<file path="config.mk">
export PLATFORM = sky130hd
export DESIGN_NAME = rbvg_sincos
export DESIGN_NICKNAME = d
export VERILOG_FILES = /design/src/rtl/core/rbvg_pkg.sv /design/src/rtl/core/rbvg_sincos.sv
export SDC_FILE = /design/constraint.sdc
export NUM_CORES = 2
export LEC_CHECK = 0
export ABC_AREA = 1
export BUFFER_PORTS_ARGS = -buffer_cell sky130_fd_sc_hd__buf_2
export CORE_ASPECT_RATIO = 1.4
export CORE_MARGIN = 3
export CORE_UTILIZATION = 53
export DETAILED_ROUTE_END_ITERATION = 7
export PLACE_DENSITY = 0.68
export SYNTH_ARGS = -nofsm -noshare
export SYNTH_HDL_FRONTEND = slang
export SYNTH_SLANG_ARGS = --single-unit
</file>
<file path="constraint.sdc">
create_clock -name clock -period 10.6 [get_ports clock]
set_input_delay 2.12 -clock clock [delete_from_list [all_inputs] [get_ports clock]]
set_output_delay 2.12 -clock clock [all_outputs]
set_load 0.03 [all_outputs]
</file>
<file path="src/rtl/core/rbvg_pkg.sv">
// rbvg_pkg: shared constants, tables and types for the rounded blob vertex generator.
// No dependencies; imported by rbvg_sincos, rbvg_atan2 and rounded_blob_vertex_gen_core.
package rbvg_pkg;

   localparam int ARC_SEGMENTS = 8;
   localparam int ARC_POINTS   = ARC_SEGMENTS + 1;
   localparam int RIM_COUNT    = 4 * ARC_POINTS;
   localparam int CORDIC_STEPS = 15;
   localparam int ATAN_DEPTH   = 16;

   // rotation cordic: steps folded into each register stage
   localparam int SC_PER    = 3;
   localparam int SC_STAGES = (CORDIC_STEPS + SC_PER - 1) / SC_PER;
   localparam int SC_LAT    = SC_STAGES + 2;
   localparam int SC_W      = 19;
   localparam int SC_AW     = 17;

   // vectoring cordic and the divider that runs beside it
   localparam int AT_PER    = 2;
   localparam int AT_STAGES = (CORDIC_STEPS + AT_PER - 1) / AT_PER;
   localparam int AT_LAT    = AT_STAGES + 1;
   localparam int AT_W      = 44;
   localparam int DX_W      = 26;
   localparam int T_BITS    = 16;
   localparam int DIV_PER   = (T_BITS + AT_STAGES - 1) / AT_STAGES;

   localparam int PIPE_LAT  = 2 + SC_LAT + 2 + AT_LAT + 1 + SC_LAT + 3;

   localparam int RECIP_SHIFT = 24;
   localparam logic [20:0] RECIP10 = 21'(((1 << RECIP_SHIFT) + 9) / 10);
   localparam logic [22:0] WOB_MIN = 23'd3;

   localparam logic signed [SC_W-1:0] SC_INIT = 19'sd39797;

   localparam logic [13:0] ATAN_TURN [ATAN_DEPTH] = '{
      14'd8192, 14'd4836, 14'd2555, 14'd1297, 14'd651, 14'd326, 14'd163, 14'd81,
      14'd41, 14'd20, 14'd10, 14'd5, 14'd3, 14'd1, 14'd1, 14'd0
   };

   localparam logic [15:0] CORNER_START [4] = '{16'h8000, 16'hC000, 16'h0000, 16'h4000};

   typedef enum logic {
      CSR_TOP_COLOR    = 1'b0,
      CSR_BOTTOM_COLOR = 1'b1
   } csr_index_type;

   typedef struct packed {
      logic signed [SC_W-1:0] s;
      logic signed [SC_W-1:0] c;
   } sincos_type;

   // corner of a rim point, found by comparing against the corner boundaries
   function automatic logic [1:0] arc_quarter(input logic [5:0] k);
      if (k >= 6'(3 * ARC_POINTS)) begin
         return 2'd3;
      end
      if (k >= 6'(2 * ARC_POINTS)) begin
         return 2'd2;
      end
      if (k >= 6'(ARC_POINTS)) begin
         return 2'd1;
      end
      return 2'd0;
   endfunction

   function automatic logic [3:0] arc_point(input logic [5:0] k);
      logic [5:0] base;
      base = 6'(ARC_POINTS) * {4'b0000, arc_quarter(k)};
      return 4'(k - base);
   endfunction

   function automatic logic [15:0] arc_offset(input logic [3:0] i);
      return 16'((int'(i) * 16384 + ARC_SEGMENTS / 2) / ARC_SEGMENTS);
   endfunction

endpackage

</file>
<file path="src/rtl/core/rbvg_sincos.sv">
// rbvg_sincos: pipelined rotation cordic giving sine and cosine of a 16-bit turn fraction.
// Depends on rbvg_pkg; all stages and the result register advance only while en is high.
module rbvg_sincos (
   input  logic                  clock,
   input  logic                  en,
   input  logic [15:0]           angle,
   output rbvg_pkg::sincos_type  result
);
   import rbvg_pkg::*;

   typedef struct packed {
      logic signed [SC_W-1:0]  x;
      logic signed [SC_W-1:0]  y;
      logic signed [SC_AW-1:0] z;
      logic                    flip;
   } rot_type;

   rot_type    st_ff [SC_STAGES+1];
   rot_type    st_in [SC_STAGES+1];
   sincos_type res_ff;
   sincos_type res_in;

   // fold the angle into the right half plane
   always_comb begin
      logic signed [SC_AW-1:0] t;
      logic                    fl;
      t  = SC_AW'($signed(angle));
      fl = 1'b0;
      if (t > 17'sd16384) begin
         t  = t - 17'sd32768;
         fl = 1'b1;
      end else if (t < -17'sd16384) begin
         t  = t + 17'sd32768;
         fl = 1'b1;
      end
      st_in[0] = '{x: SC_INIT, y: '0, z: t, flip: fl};
   end

   for (genvar j = 1; j <= SC_STAGES; j++) begin : g_stage
      always_comb begin
         rot_type                r;
         logic signed [SC_W-1:0] dx;
         logic signed [SC_W-1:0] dy;
         r = st_ff[j-1];
         for (int m = 0; m < SC_PER; m++) begin
            if ((j - 1) * SC_PER + m < CORDIC_STEPS) begin
               dx = r.y >>> ((j - 1) * SC_PER + m);
               dy = r.x >>> ((j - 1) * SC_PER + m);
               if (r.z >= 0) begin
                  r.x = r.x - dx;
                  r.y = r.y + dy;
                  r.z = r.z - $signed({3'b000, ATAN_TURN[(j - 1) * SC_PER + m]});
               end else begin
                  r.x = r.x + dx;
                  r.y = r.y - dy;
                  r.z = r.z + $signed({3'b000, ATAN_TURN[(j - 1) * SC_PER + m]});
               end
            end
         end
         st_in[j] = r;
      end
   end

   always_comb begin
      if (st_ff[SC_STAGES].flip) begin
         res_in.s = -st_ff[SC_STAGES].y;
         res_in.c = -st_ff[SC_STAGES].x;
      end else begin
         res_in.s = st_ff[SC_STAGES].y;
         res_in.c = st_ff[SC_STAGES].x;
      end
   end

   always_ff @(posedge clock) begin
      if (en) begin
         for (int k = 0; k <= SC_STAGES; k++) begin
            st_ff[k] <= st_in[k];
         end
         res_ff <= res_in;
      end
   end

   assign result = res_ff;

endmodule

</file>
### Word level (Yosys, flattened, before mapping)

Memories as Yosys holds them, arrays and structs flattened.
Index checks and enable logic that the tools add are counted.

| storage, ports and cells | value |
|---|---|
| bits in registers | 38 |
| memory bits (writable) | 336 |
| bits of input ports | 18 |
| output and inout bits | 38 |
| word-level logic and storage cells | 135 |
| memories | 1 |

Memory list:

| memory | depth | bits a word | rd ports | clocked after Yosys merged registers in | wr ports | RTL line | RTL |
|---|---|---|---|---|---|---|---|
| st_ff | 6 | 56 | 6 | 0 | 6 | rbvg_sincos.sv:18 | `rot_type st_ff [SC_STAGES+1];` |

| cells by class | value |
|---|---|
| add/subtract/negate cells | 93 |
| magnitude comparators | 17 |
| mux-type cells | 22 |

Operators by type and width:

| kind | count |
|---|---|
| $mux 55 | 15 |
| $ge 17x1->1 const B | 15 |
| $add 19x10->19 | 2 |
| $add 19x11->19 | 2 |
| $add 19x12->19 | 2 |
| $add 19x13->19 | 2 |
| $add 19x14->19 | 2 |
| $add 19x15->19 | 2 |
| $add 19x16->19 | 2 |
| $add 19x17->19 | 2 |
| $add 19x18->19 | 2 |
| $add 19x5->19 | 2 |
| $add 19x6->19 | 2 |
| $add 19x7->19 | 2 |
| $add 19x8->19 | 2 |
| $add 19x9->19 | 2 |
| $mux 38 | 1 |
| $neg 19->19 | 2 |
| $sub 19x10->19 | 2 |
| $sub 19x11->19 | 2 |
| $sub 19x12->19 | 2 |
| $sub 19x13->19 | 2 |
| $sub 19x14->19 | 2 |
| $sub 19x15->19 | 2 |
| 44 further kinds | 59 |

### Logic depth before layout (Yosys ltp)

An unclocked memory read counts as a cell.

| logic depth | value |
|---|---|
| depth in word-level cells | 7 |
| gate-level depth with buffers | 60 |

### Worst setup path after synthesis

No wires, ideal clock.

| path | value |
|---|---|
| kind | register to register |
| from | memory st_ff[3][17] in the netlist's numbering |
| to | memory st_ff[4][54] in the netlist's numbering, data pin |
| library setup time | 0.262 ns |
| arrival time | 7.388 ns |
| path slack | 2.949 ns |
| cell stages (with the launch flop) | 50 |
| clock period less this slack | 7.651 ns |
| path through | edfxtp_1 buf_2 clkinv_1 nor2_1 xor2_1 inv_1 ha_1 nand2_1 nor2_1 nand2_1 nand3_1 nand2_1 nand3_1 a21boi_0 xor2_1 inv_1 ha_1 nand2_1 [... 14 more ...] inv_1 nor3_1 nand3_1 nor2_1 nand2_4 ha_1 nand2_1 nand2_1 ha_1 a21oi_1 a21boi_0 o21ai_0 a21boi_0 o21ai_0 nand2_1 nand2_1 a21oi_1 xor2_1 |

RTL lines:

| item | RTL line |
|---|---|
| start, declared | rbvg_sincos.sv:18 |

==> impl_metrics.env <==
export IMPL_grt_max_degree=141
export IMPL_fin_cells=8448
export IMPL_path_depth=44
export IMPL_fin_crit_ps=9220
export IMPL_dpl_instance_area_um2=51200
export IMPL_max_cap_violations=0
export IMPL_finalWirelength_um=142000
export IMPL_postRouteAntennaNets=0
export IMPL_crit_family="simple AND/OR/NAND/NOR gates"
export IMPL_start_kind="flop"
export IMPL_clock_sinks=314
export IMPL_clk_pin_slew_ps=60
export IMPL_dpl_hpwl_um=122000
export IMPL_critPathArrivalTime_ps=9570
export IMPL_cts_buffers=37
export IMPL_vias=46897
export IMPL_fin_crit_sh_pct=87.0
export IMPL_yosysTopAreaCell="edfxtp_1"
export IMPL_clk_latency_ps=590
export IMPL_path_buf_inv=2
export IMPL_yosys_warnings=0
export IMPL_tns_ps=0
export IMPL_setup_violations=0
export IMPL_critical_path_class="reg2reg"
export IMPL_rsz0062_at_grt="no"
export IMPL_postLayoutCellArea_um2=52400
export IMPL_cts_tree="yes"
export IMPL_cpPeakStageDelay_ps=760
export IMPL_cts_resized=0
export IMPL_wl_per_cell_um=16.9
export IMPL_yosysSeqAreaShare_pct=19.0
export IMPL_yosysUniqueCellTypes=69
export IMPL_final_nets=7984
export IMPL_ioPinCount=56
export IMPL_antenna_found_initial=0
export IMPL_hold_path_depth=0
export IMPL_cts_buffer_depth=3
export IMPL_io_buffers=55
export IMPL_worst_pin_slew_ps=1100
export IMPL_drc=0
export IMPL_crit_path_end_kind="flop"
export IMPL_cts_hold_buffers=0
export IMPL_yosys_top_cells_area="edfxtp_1 19%, ha_1 18%, nand2_1 12%"
export IMPL_slew_violations=0
export IMPL_synth_edf_count=314
export IMPL_cpMostUsedCell="nand2_1"
export IMPL_slowest_stage="edfxtp_1"
export IMPL_syn_nets=7922
export IMPL_first_global_vias=45539
export IMPL_drt_initial_drc_count=2822
export IMPL_dp_cells=8383
export IMPL_viasPerCell=5.55
export IMPL_dieHeight_um=368
export IMPL_areaGrowthSynthToFinish_pct=5.72
export IMPL_grt_total_usage_pct=28.5
export IMPL_cts_max_level=2
export IMPL_cts_setup_buffers=0
export IMPL_clock_fmax_mhz=108
export IMPL_globalRouteOverflowTotal=0
export IMPL_hp_class="reg2reg"
export IMPL_first_pass_iters=6
export IMPL_path_max_fanout=19
export IMPL_die_area_um2=97300
export IMPL_clockRootBuffer="clkbuf_16"
export IMPL_rr_worst_depth=44
export IMPL_initial_core_util_pct=53.5
export IMPL_synthesis_area_um2=49600
export IMPL_required_ps=10950
export IMPL_rows=132
export IMPL_status="complete, no violations"
export IMPL_syn_avg_cell_area_um2=6.93
export IMPL_relSlewSlack_pct=25.8
export IMPL_num_antenna_cells=0
export IMPL_ys_flop_type="edfxtp_1"
export IMPL_finalClockSkew_ps=35.7
export IMPL_drive_gt1_share_pct=3.40
export IMPL_synth_most_common_cell="nand2_1"
export IMPL_finalHoldViolCount=0
export IMPL_place_gp_congestion=1.01
export IMPL_synthArstFlopShare_pct=0
export IMPL_synth_commonest_cells="1638 x nand2_1, 1076 x inv_1, 716 x ha_1"
export IMPL_synthCells=7154
export IMPL_fp_dieW_um=264
export IMPL_grt_pass1_wl_um=226000
export IMPL_synth_seq_cells=314
export IMPL_core_um2=92700
export IMPL_yosysTopAreaCellShare_pct=19.0
## worst paths after layout
kind,startpoint,endpoint,slack (ps)
max,st_ff[4][17]$_DFFE_PP_,st_ff[5][36]$_DFFE_PP_,1380
min,st_ff[1][0]$_DFFE_PP_,st_ff[2][0]$_DFFE_PP_,420
max reg2reg,st_ff[4][17]$_DFFE_PP_,st_ff[5][36]$_DFFE_PP_,1380
min reg2reg,st_ff[1][0]$_DFFE_PP_,st_ff[2][0]$_DFFE_PP_,420
## worst reg2reg max path: cells and delay by family, from the launching register on
family                   cells  cell delay [ps]
flip-flops                   1              760
adder cells (fa/ha/maj)      6             1820
AO/OA/AOI/OAI               11             2440
AND/OR/NAND/NOR             22             2810
buffers and inverters        2              450
XOR/XNOR                     3              720
## through the flow
stage / setup WS (ps) / utilization [%] / hold WS, ps
global placement: 1540 / 55.3 / 401
global route: 576 / 56.6 / 431
CTS: 1440 / 56.6 / 420
floorplan: 2950 / - / 400
detailed placement: 1480 / 55.3 / 406
finish: 1380 / 56.6 / 423
## flip-flops by register name, indices dropped and copies added, names as in the netlist
| signal | count |
|---|---|
| st_ff | 276 |
| result | 38 |
## layer usage
layer | vias up | track usage, % | part of all wire [%]
li1 | 23933 | - | -
met1 | 21436 | 28.8 | 37
met2 | 1126 | 55.3 | 52
met3 | 402 | 2.31 | 3.2
met4 | 0 | 18.9 | 7.6
met5 | - | 0 | 0
## layout by cell type, fill, tap and decap left out, types with 37 or more instances in the layout
cell       netlist  routed
nand4_1         78      78
ha_1           716     716
o21ai_0        365     365
a21oi_1        691     691
nand2_1       1638    1638
a31oi_1         37      37
edfxtp_1       314     314
clkbuf_16        0      37
inv_1         1076    1076
o21bai_1        40      40
nand3_1        341     341
buf_2            7      54
nor2_1         550     550
xor2_1         538     538
a21o_1          40      40
nor3_1         105     105
nand2_2         38      38
xnor2_1        188     188
## area by class of cell
type | count | area (µm²)
fillers | 9168 | 40200
clock inverters | 24 | 225
inverters | 1085 | 4070
well taps | 1206 | 1510
clock buffers | 41 | 941
flip-flops and latches | 314 | 9430
multi-input cells | 5708 | 35800
repair buffers | 70 | 410
## kinds of logic (layout without fill, tap and decap cells)
kind of cell / after synthesis / count (layout) / synth area share [%]
compound gates: 1339 / 1339 / 15.0
flops: 314 / 314 / 19.0
fa+ha+maj: 750 / 750 / 19.4
other cells: 1 / 1 / 0.00756
simple gates: 2879 / 2879 / 24.5
buf+inv: 1132 / 1220 / 8.72
xor+xnor: 738 / 738 / 13.3
mux: 1 / 1 / 0.0202
Power is not shown: default switching activity piles up to over one toggle a cycle in this logic, so the estimate is an artifact.
