**src/rtl/core/rbvg_pkg.sv**
```systemverilog
// rbvg_pkg: shared constants, tables and types for the rounded blob vertex generator.
// No dependencies; imported by rbvg_sincos, rbvg_atan2 and rounded_blob_vertex_gen_core.
package rbvg_pkg;

   localparam int ARC_SEGMENTS = 8;
   localparam int ARC_POINTS   = ARC_SEGMENTS + 1;
   localparam int RIM_COUNT    = 4 * ARC_POINTS;
   localparam int CORDIC_STEPS = 15;
   localparam int ATAN_DEPTH   = 16;

   // rotation cordic: steps folded into each register stage
   localparam int SC_PER    = 3;
   localparam int SC_STAGES = (CORDIC_STEPS + SC_PER - 1) / SC_PER;
   localparam int SC_LAT    = SC_STAGES + 2;
   localparam int SC_W      = 19;
   localparam int SC_AW     = 17;

   // vectoring cordic and the divider that runs beside it
   localparam int AT_PER    = 2;
   localparam int AT_STAGES = (CORDIC_STEPS + AT_PER - 1) / AT_PER;
   localparam int AT_LAT    = AT_STAGES + 1;
   localparam int AT_W      = 44;
   localparam int DX_W      = 26;
   localparam int T_BITS    = 16;
   localparam int DIV_PER   = (T_BITS + AT_STAGES - 1) / AT_STAGES;

   localparam int PIPE_LAT  = 2 + SC_LAT + 2 + AT_LAT + 1 + SC_LAT + 3;

   localparam int RECIP_SHIFT = 24;
   localparam logic [20:0] RECIP10 = 21'(((1 << RECIP_SHIFT) + 9) / 10);
   localparam logic [22:0] WOB_MIN = 23'd3;

   localparam logic signed [SC_W-1:0] SC_INIT = 19'sd39797;

   localparam logic [13:0] ATAN_TURN [ATAN_DEPTH] = '{
      14'd8192, 14'd4836, 14'd2555, 14'd1297, 14'd651, 14'd326, 14'd163, 14'd81,
      14'd41, 14'd20, 14'd10, 14'd5, 14'd3, 14'd1, 14'd1, 14'd0
   };

   localparam logic [15:0] CORNER_START [4] = '{16'h8000, 16'hC000, 16'h0000, 16'h4000};

   typedef enum logic {
      CSR_TOP_COLOR    = 1'b0,
      CSR_BOTTOM_COLOR = 1'b1
   } csr_index_type;

   typedef struct packed {
      logic signed [SC_W-1:0] s;
      logic signed [SC_W-1:0] c;
   } sincos_type;

   // corner of a rim point, found by comparing against the corner boundaries
   function automatic logic [1:0] arc_quarter(input logic [5:0] k);
      if (k >= 6'(3 * ARC_POINTS)) begin
         return 2'd3;
      end
      if (k >= 6'(2 * ARC_POINTS)) begin
         return 2'd2;
      end
      if (k >= 6'(ARC_POINTS)) begin
         return 2'd1;
      end
      return 2'd0;
   endfunction

   function automatic logic [3:0] arc_point(input logic [5:0] k);
      logic [5:0] base;
      base = 6'(ARC_POINTS) * {4'b0000, arc_quarter(k)};
      return 4'(k - base);
   endfunction

   function automatic logic [15:0] arc_offset(input logic [3:0] i);
      return 16'((int'(i) * 16384 + ARC_SEGMENTS / 2) / ARC_SEGMENTS);
   endfunction

endpackage

```
**src/rtl/core/rbvg_atan2.sv**
```systemverilog
// rbvg_atan2: pipelined vectoring cordic, angle of (dx, dy) as a 16-bit turn fraction.
// Depends on rbvg_pkg; all stages advance only while en is high, and a zero vector gives 0.
module rbvg_atan2 (
   input  logic                          clock,
   input  logic                          en,
   input  logic signed [rbvg_pkg::DX_W-1:0] dx,
   input  logic signed [rbvg_pkg::DX_W-1:0] dy,
   output logic [15:0]                   angle
);
   import rbvg_pkg::*;

   typedef struct packed {
      logic signed [AT_W-1:0] x;
      logic signed [AT_W-1:0] y;
      logic [15:0]            z;
      logic                   zero;
   } vec_type;

   vec_type st_ff [AT_STAGES+1];
   vec_type st_in [AT_STAGES+1];

   always_comb begin
      vec_type v;
      v.zero = (dx == '0) && (dy == '0);
      v.x    = {{(AT_W - DX_W - 16){dx[DX_W-1]}}, dx, 16'h0000};
      v.y    = {{(AT_W - DX_W - 16){dy[DX_W-1]}}, dy, 16'h0000};
      v.z    = 16'h0000;
      if (dx < 0) begin
         v.x = -v.x;
         v.y = -v.y;
         v.z = 16'h8000;
      end
      st_in[0] = v;
   end

   for (genvar j = 1; j <= AT_STAGES; j++) begin : g_stage
      always_comb begin
         vec_type                r;
         logic signed [AT_W-1:0] sx;
         logic signed [AT_W-1:0] sy;
         r = st_ff[j-1];
         for (int m = 0; m < AT_PER; m++) begin
            if ((j - 1) * AT_PER + m < CORDIC_STEPS) begin
               sx = r.y >>> ((j - 1) * AT_PER + m);
               sy = r.x >>> ((j - 1) * AT_PER + m);
               if (r.y > 0) begin
                  r.x = r.x + sx;
                  r.y = r.y - sy;
                  r.z = r.z + {2'b00, ATAN_TURN[(j - 1) * AT_PER + m]};
               end else begin
                  r.x = r.x - sx;
                  r.y = r.y + sy;
                  r.z = r.z - {2'b00, ATAN_TURN[(j - 1) * AT_PER + m]};
               end
            end
         end
         st_in[j] = r;
      end
   end

   always_ff @(posedge clock) begin
      if (en) begin
         for (int k = 0; k <= AT_STAGES; k++) begin
            st_ff[k] <= st_in[k];
         end
      end
   end

   assign angle = st_ff[AT_STAGES].zero ? 16'h0000 : st_ff[AT_STAGES].z;

endmodule

```
**config.mk**
```make
export PLATFORM = sky130hd
export DESIGN_NAME = rbvg_atan2
export DESIGN_NICKNAME = d
export VERILOG_FILES = /design/src/rtl/core/rbvg_pkg.sv /design/src/rtl/core/rbvg_atan2.sv
export SDC_FILE = /design/constraint.sdc
export NUM_CORES = 2
export LEC_CHECK = 0
export ABC_AREA = 0
export BUFFER_PORTS_ARGS = -buffer_cell sky130_fd_sc_hd__buf_4
export CELL_PAD_IN_SITES_DETAIL_PLACEMENT = 1
export CELL_PAD_IN_SITES_GLOBAL_PLACEMENT = 1
export CORE_ASPECT_RATIO = 0.9
export CORE_MARGIN = 2
export CORE_UTILIZATION = 55
export DETAILED_ROUTE_END_ITERATION = 7
export PLACE_DENSITY = 0.95
export SYNTH_ARGS = -nofsm -noshare
export SYNTH_HDL_FRONTEND = slang
export SYNTH_SLANG_ARGS = --single-unit
```
**constraint.sdc**
```tcl
create_clock -name clock -period 32.3 [get_ports clock]
set_input_delay 4.845 -clock clock [delete_from_list [all_inputs] [get_ports clock]]
set_output_delay 4.845 -clock clock [all_outputs]
set_load 0.02 [all_outputs]
```
; Word level (Yosys, flattened, before mapping)
; Memories as Yosys holds them, arrays and structs flattened.
; Index checks and enable logic that the tools add are counted.
[totals]
ramBits = 945
elab_cells = 130
output_inout_bits = 16
reg_bits = 0
n_memories = 1
[mem_list]
columns = memory, depth, word_bits, rd, rd_ports_with_merged_regs, wr, line_no
row1 = st_ff, 9, 105, 9, 0, 9, rbvg_atan2.sv:19  ; vec_type st_ff [AT_STAGES+1];
[op_classes]
magnitude_cmp = 16
n_reduce_logical = 3
n_addsub = 91
n_mux = 19
[ops]
columns = op, n
row1 = two-way mux 104 bit, 16
row2 = "greater-than comparator 44 x 1 -> 1 bit, second input constant", 15
row3 = adder 44 x 30 -> 44 bit, 2
row4 = adder 44 x 31 -> 44 bit, 2
row5 = adder 44 x 32 -> 44 bit, 2
row6 = adder 44 x 33 -> 44 bit, 2
row7 = adder 44 x 34 -> 44 bit, 2
row8 = adder 44 x 35 -> 44 bit, 2
row9 = adder 44 x 36 -> 44 bit, 2
row10 = adder 44 x 37 -> 44 bit, 2
row11 = adder 44 x 38 -> 44 bit, 2
row12 = adder 44 x 39 -> 44 bit, 2
row13 = adder 44 x 40 -> 44 bit, 2
row14 = adder 44 x 41 -> 44 bit, 2
row15 = adder 44 x 42 -> 44 bit, 2
row16 = adder 44 x 43 -> 44 bit, 2
row17 = negator 42 -> 44 bit, 2
row18 = subtractor 44 x 30 -> 44 bit, 2
row19 = subtractor 44 x 31 -> 44 bit, 2
row20 = subtractor 44 x 32 -> 44 bit, 2
row21 = subtractor 44 x 33 -> 44 bit, 2
row22 = subtractor 44 x 34 -> 44 bit, 2
row23 = subtractor 44 x 35 -> 44 bit, 2
row24 = subtractor 44 x 36 -> 44 bit, 2
row25 = 42 further kinds, 54

; Logic depth before layout (Yosys ltp)
[logic_depth]
ltp_word = 4
depth_mapped = 57
depth_no_buf = 52

; Least setup slack after synthesis
; No wires, ideal clock.
[synth_timing]
path_kind = register to register
startpoint = memory st_ff[6][35] (netlist bit)
endpoint = memory st_ff[7][60] (netlist bit), data pin
path_slack_ns = 19.283
path_buffers = 7
setup_ns = 0.262
t_arrival_ns = 12.754
required_ns = 32.038
stages_incl_launch_ff = 52
path_cell_list = edfxtp_1 or3_1 or2_2 nor4_1 nand4b_1 or2_2 clkbuf_1 nor4_1 and4_1 clkbuf_1 nor2_1 clkbuf_1 inv_1 clkbuf_1 clkbuf_1 nor2_1 xor2_1 ha_1 (+16 left out) ha_1 a21o_1 a21oi_1 o21bai_1 a21o_1 a2111oi_0 o21ai_0 a21oi_1 o2111ai_1 nand2_1 o2111ai_1 a21oi_1 o21ai_0 a31oi_1 o21ai_0 a221o_1 a21oi_1 xor2_1
[synth_lines]
columns = item, line_no
row1 = "start, declared", rbvg_atan2.sv:19

==> impl_metrics.json <==
{
  "number_of_distinct_standard_cells_referenced_by_the_synthesized_netlist": 103,
  "rsz0062_at_grt": "no",
  "overall_fraction_of_global_route_tracks_in_use_pct": 40.0,
  "cts.repair_timing.setup_buffer_count": 0,
  "initial_core_util_pct": 55.4,
  "final_layout_size_suffix_gt1_share_pct": 3.80,
  "cts-root-buf": "clkbuf_16",
  "worst_slack_ns": 15.47,
  "synth.largest_area_cell": "edfxtp_1",
  "layoutNonFillerInstCount": 14505,
  "synth_commonest_cells": "ha_1, xnor2_1, a21oi_1",
  "min-delay-path-class": "flop to flop",
  "cts_buffers": 87,
  "final_net_count": 13385,
  "die_x_um": 451,
  "clock_tree.buffer_depth": 3,
  "final-max-slew-violation-count": 0,
  "final_min_period_over_clock_period_pct": 52.1,
  "cell_at_the_slowest_stage_of_the_critical_path": "nor4b_1",
  "tritoncts_num_sinks": 692,
  "startpoint_kind_of_the_worst_setup_timing_path": "flop",
  "critical_path_required_ns": 32.76,
  "rr_endpoint": "st_ff[5][60]",
  "ant_nets": 0,
  "dominantRegCellSynth": "edfxtp_1",
  "max_flop_register": "st_ff",
  "layout_top_registers": "st_ff x692",
  "async_reset_ff_share_pct": 0,
  "syn-instance-count": 12107,
  "detailedRoute.firstIterationViolations": 9047,
  "summed_negative_setup_slack_over_all_endpoints_ns": 0,
  "timing.max_cap.violations": 0,
  "fp.dieArea_sq_mm": 0.183,
  "count_of_final_hold_check_violations": 0,
  "reg2reg_from": "st_ff[4][37]",
  "criticalPathCategory": "flop to flop",
  "post-place-ws_ns": 16.04,
  "dieHeight_um": 406,
  "insertion_delay_to_the_later_sink_of_the_worst_skew_pair_ns": 0.76,
  "synth-seq-area-share_pct": 21.0,
  "timing.final.crit_period_ns": 16.83,
  "synth_top_area_share_pct": 21.0,
  "cts_resized": 0,
  "cpPeakStageDelay_ns": 0.77,
  "status": "complete, no violations",
  "yosysMostFrequentCell": "ha_1",
  "clk_pin_slew_worst_paths_ns": 0.06,
  "timing.max_slew.rel_slack_pct": 13.4,
  "grt_max_degree": 176,
  "hold_path_end": "st_ff[1][0]",
  "tritoncts_clock_tree": "done",
  "remaining_drc_errors": 0,
  "layout-area-overhead-vs-synth_pct": 5.99,
  "detail_route.wirelength_mm": 379,
  "fmaxAchievable_mhz": 59.4,
  "routedWlPerCell_um": 26.2,
  "dpl.hpwl_mm": 292,
  "grt_pass1_wl_mm": 591,
  "min_delay_path_depth": 0,
  "critical-path-top-cell-by-count": "o21ai_0",
  "cts.hold.buffers_added": 0,
  "detail_route.first_pass.iterations": 7,
  "htree_num_levels": 3,
  "setup_clock_skew_after_layout_ns": 0.0303,
  "placementRows": 147,
  "globalRoute.totalOverflow": 0,
  "critical_path_peak_fanout": 52,
  "via_count_of_the_first_global_routing_pass": 102593,
  "synth.avg_cell_area_sq_um": 8.17,
  "core_area_sq_mm": 0.179,
  "placedCellCount": 14340,
  "initial_antenna_violation_count": 13,
  "placement.io_buffers": 68,
  "transition_time_of_the_tightest_slew_check_pin_ns": 1.28,
  "setup-violations-final": 0,
  "timing.hold.ws_ns": 0.423,
  "hold_path_startpoint": "st_ff[0][0]",
  "vias_per_cell": 6.81,
  "ff2ff_setup_slack_ns": 15.47,
  "routabilityCongestion": 0.960,
  "largest_register_ffs": 692,
  "synth-edff-count": 692,
  "number_of_flip_flops_and_latches_in_the_synthesized_netlist": 692,
  "synth.area.top_cells": "edfxtp_1, ha_1, xnor2_1",
  "timing.reg2reg.worst_path_depth": 51,
  "endpoint_kind": "flop",
  "ys_warn_count": 0,
  "vias": 98778,
  "syn_area_sq_mm": 0.0990,
  "worst_ep_arrival_time_ns": 17.29,
  "io_pins": 70
}
[how the worst max path moves through the flow]
stage / start / end / slack, ns
final: st_ff[4][37] / st_ff[5][60] / 15.47
after global routing: st_ff[5][27] / st_ff[6][103] / 14.26
after CTS: st_ff[5][27] / st_ff[6][103] / 15.96
after detailed placement: st_ff[5][27] / st_ff[6][103] / 16.04
after global placement: st_ff[5][27] / st_ff[6][103] / 16.69
after floorplan: st_ff[6][35] / st_ff[7][60] / 19.28
[worst max-delay path: cells and delay by family, from the launching register on]
family / cells / cell delay (ns)
and+or+nand+nor: 17 / 5.95
xor gates and xnor gates: 3 / 0.52
DFF: 1 / 0.48
AOI/OAI and AO/OA: 24 / 6.53
adders and majority gates: 2 / 0.66
buffers and inverters: 5 / 2.28
[layout make-up]
| cell class | instances | area, sq um |
|---|---|---|
| fillers | 21619 | 73700 |
| inverters | 596 | 2240 |
| multi-input cells | 10525 | 74900 |
| repair buffers | 143 | 1090 |
| clock inverters | 57 | 636 |
| flip-flops and latches | 692 | 20800 |
| diodes | 6 | 15.0 |
| clock buffers | 102 | 2280 |
| well taps | 2384 | 2980 |
[cells in the final DEF (no fill, tap or decap), drive strengths merged, types with 186 or more instances in the layout]
master / count
nand3: 226
o21ai: 845
a21o: 527
inv: 601
xnor2: 1226
ha: 1254
nor2: 987
edfxtp: 692
nor2b: 186
xor2: 645
nand2b: 244
nand2: 754
a21oi: 1123
nor3: 284
[stage by stage]
step / area (sq um) / util, %
detailed placement: 102000 / 57.1
global placement: 102000 / 57.1
floorplan: 99000 / -
CTS: 105000 / 58.7
finish: 105000 / 58.7
global route: 105000 / 58.7
[routing by layer]
metal,vias up,global-route usage (%),wire length (um)
met5,-,0,69
li1,44193,-,-
met4,10,21.1,21700
met1,48385,48.8,151000
met2,4657,67.1,177000
met3,1533,7.44,29500
[cells by family (layout without fill, tap and decap cells)]
family          after synthesis  after routing  synth area share (%)
flops                       692            692                  21.0
mux                          48             48                 0.517
buf+inv                     892            898                  3.43
simple gates               3572           3572                  18.0
xor+xnor                   1871           1871                  16.6
fa+ha+maj                  1286           1286                  16.5
other cells                   1              9               0.00379
compound gates             3745           3745                  24.0
Power is left out: the tool's default activity adds up to more than one toggle a clock period on the data nets, which glitch-free logic cannot reach.
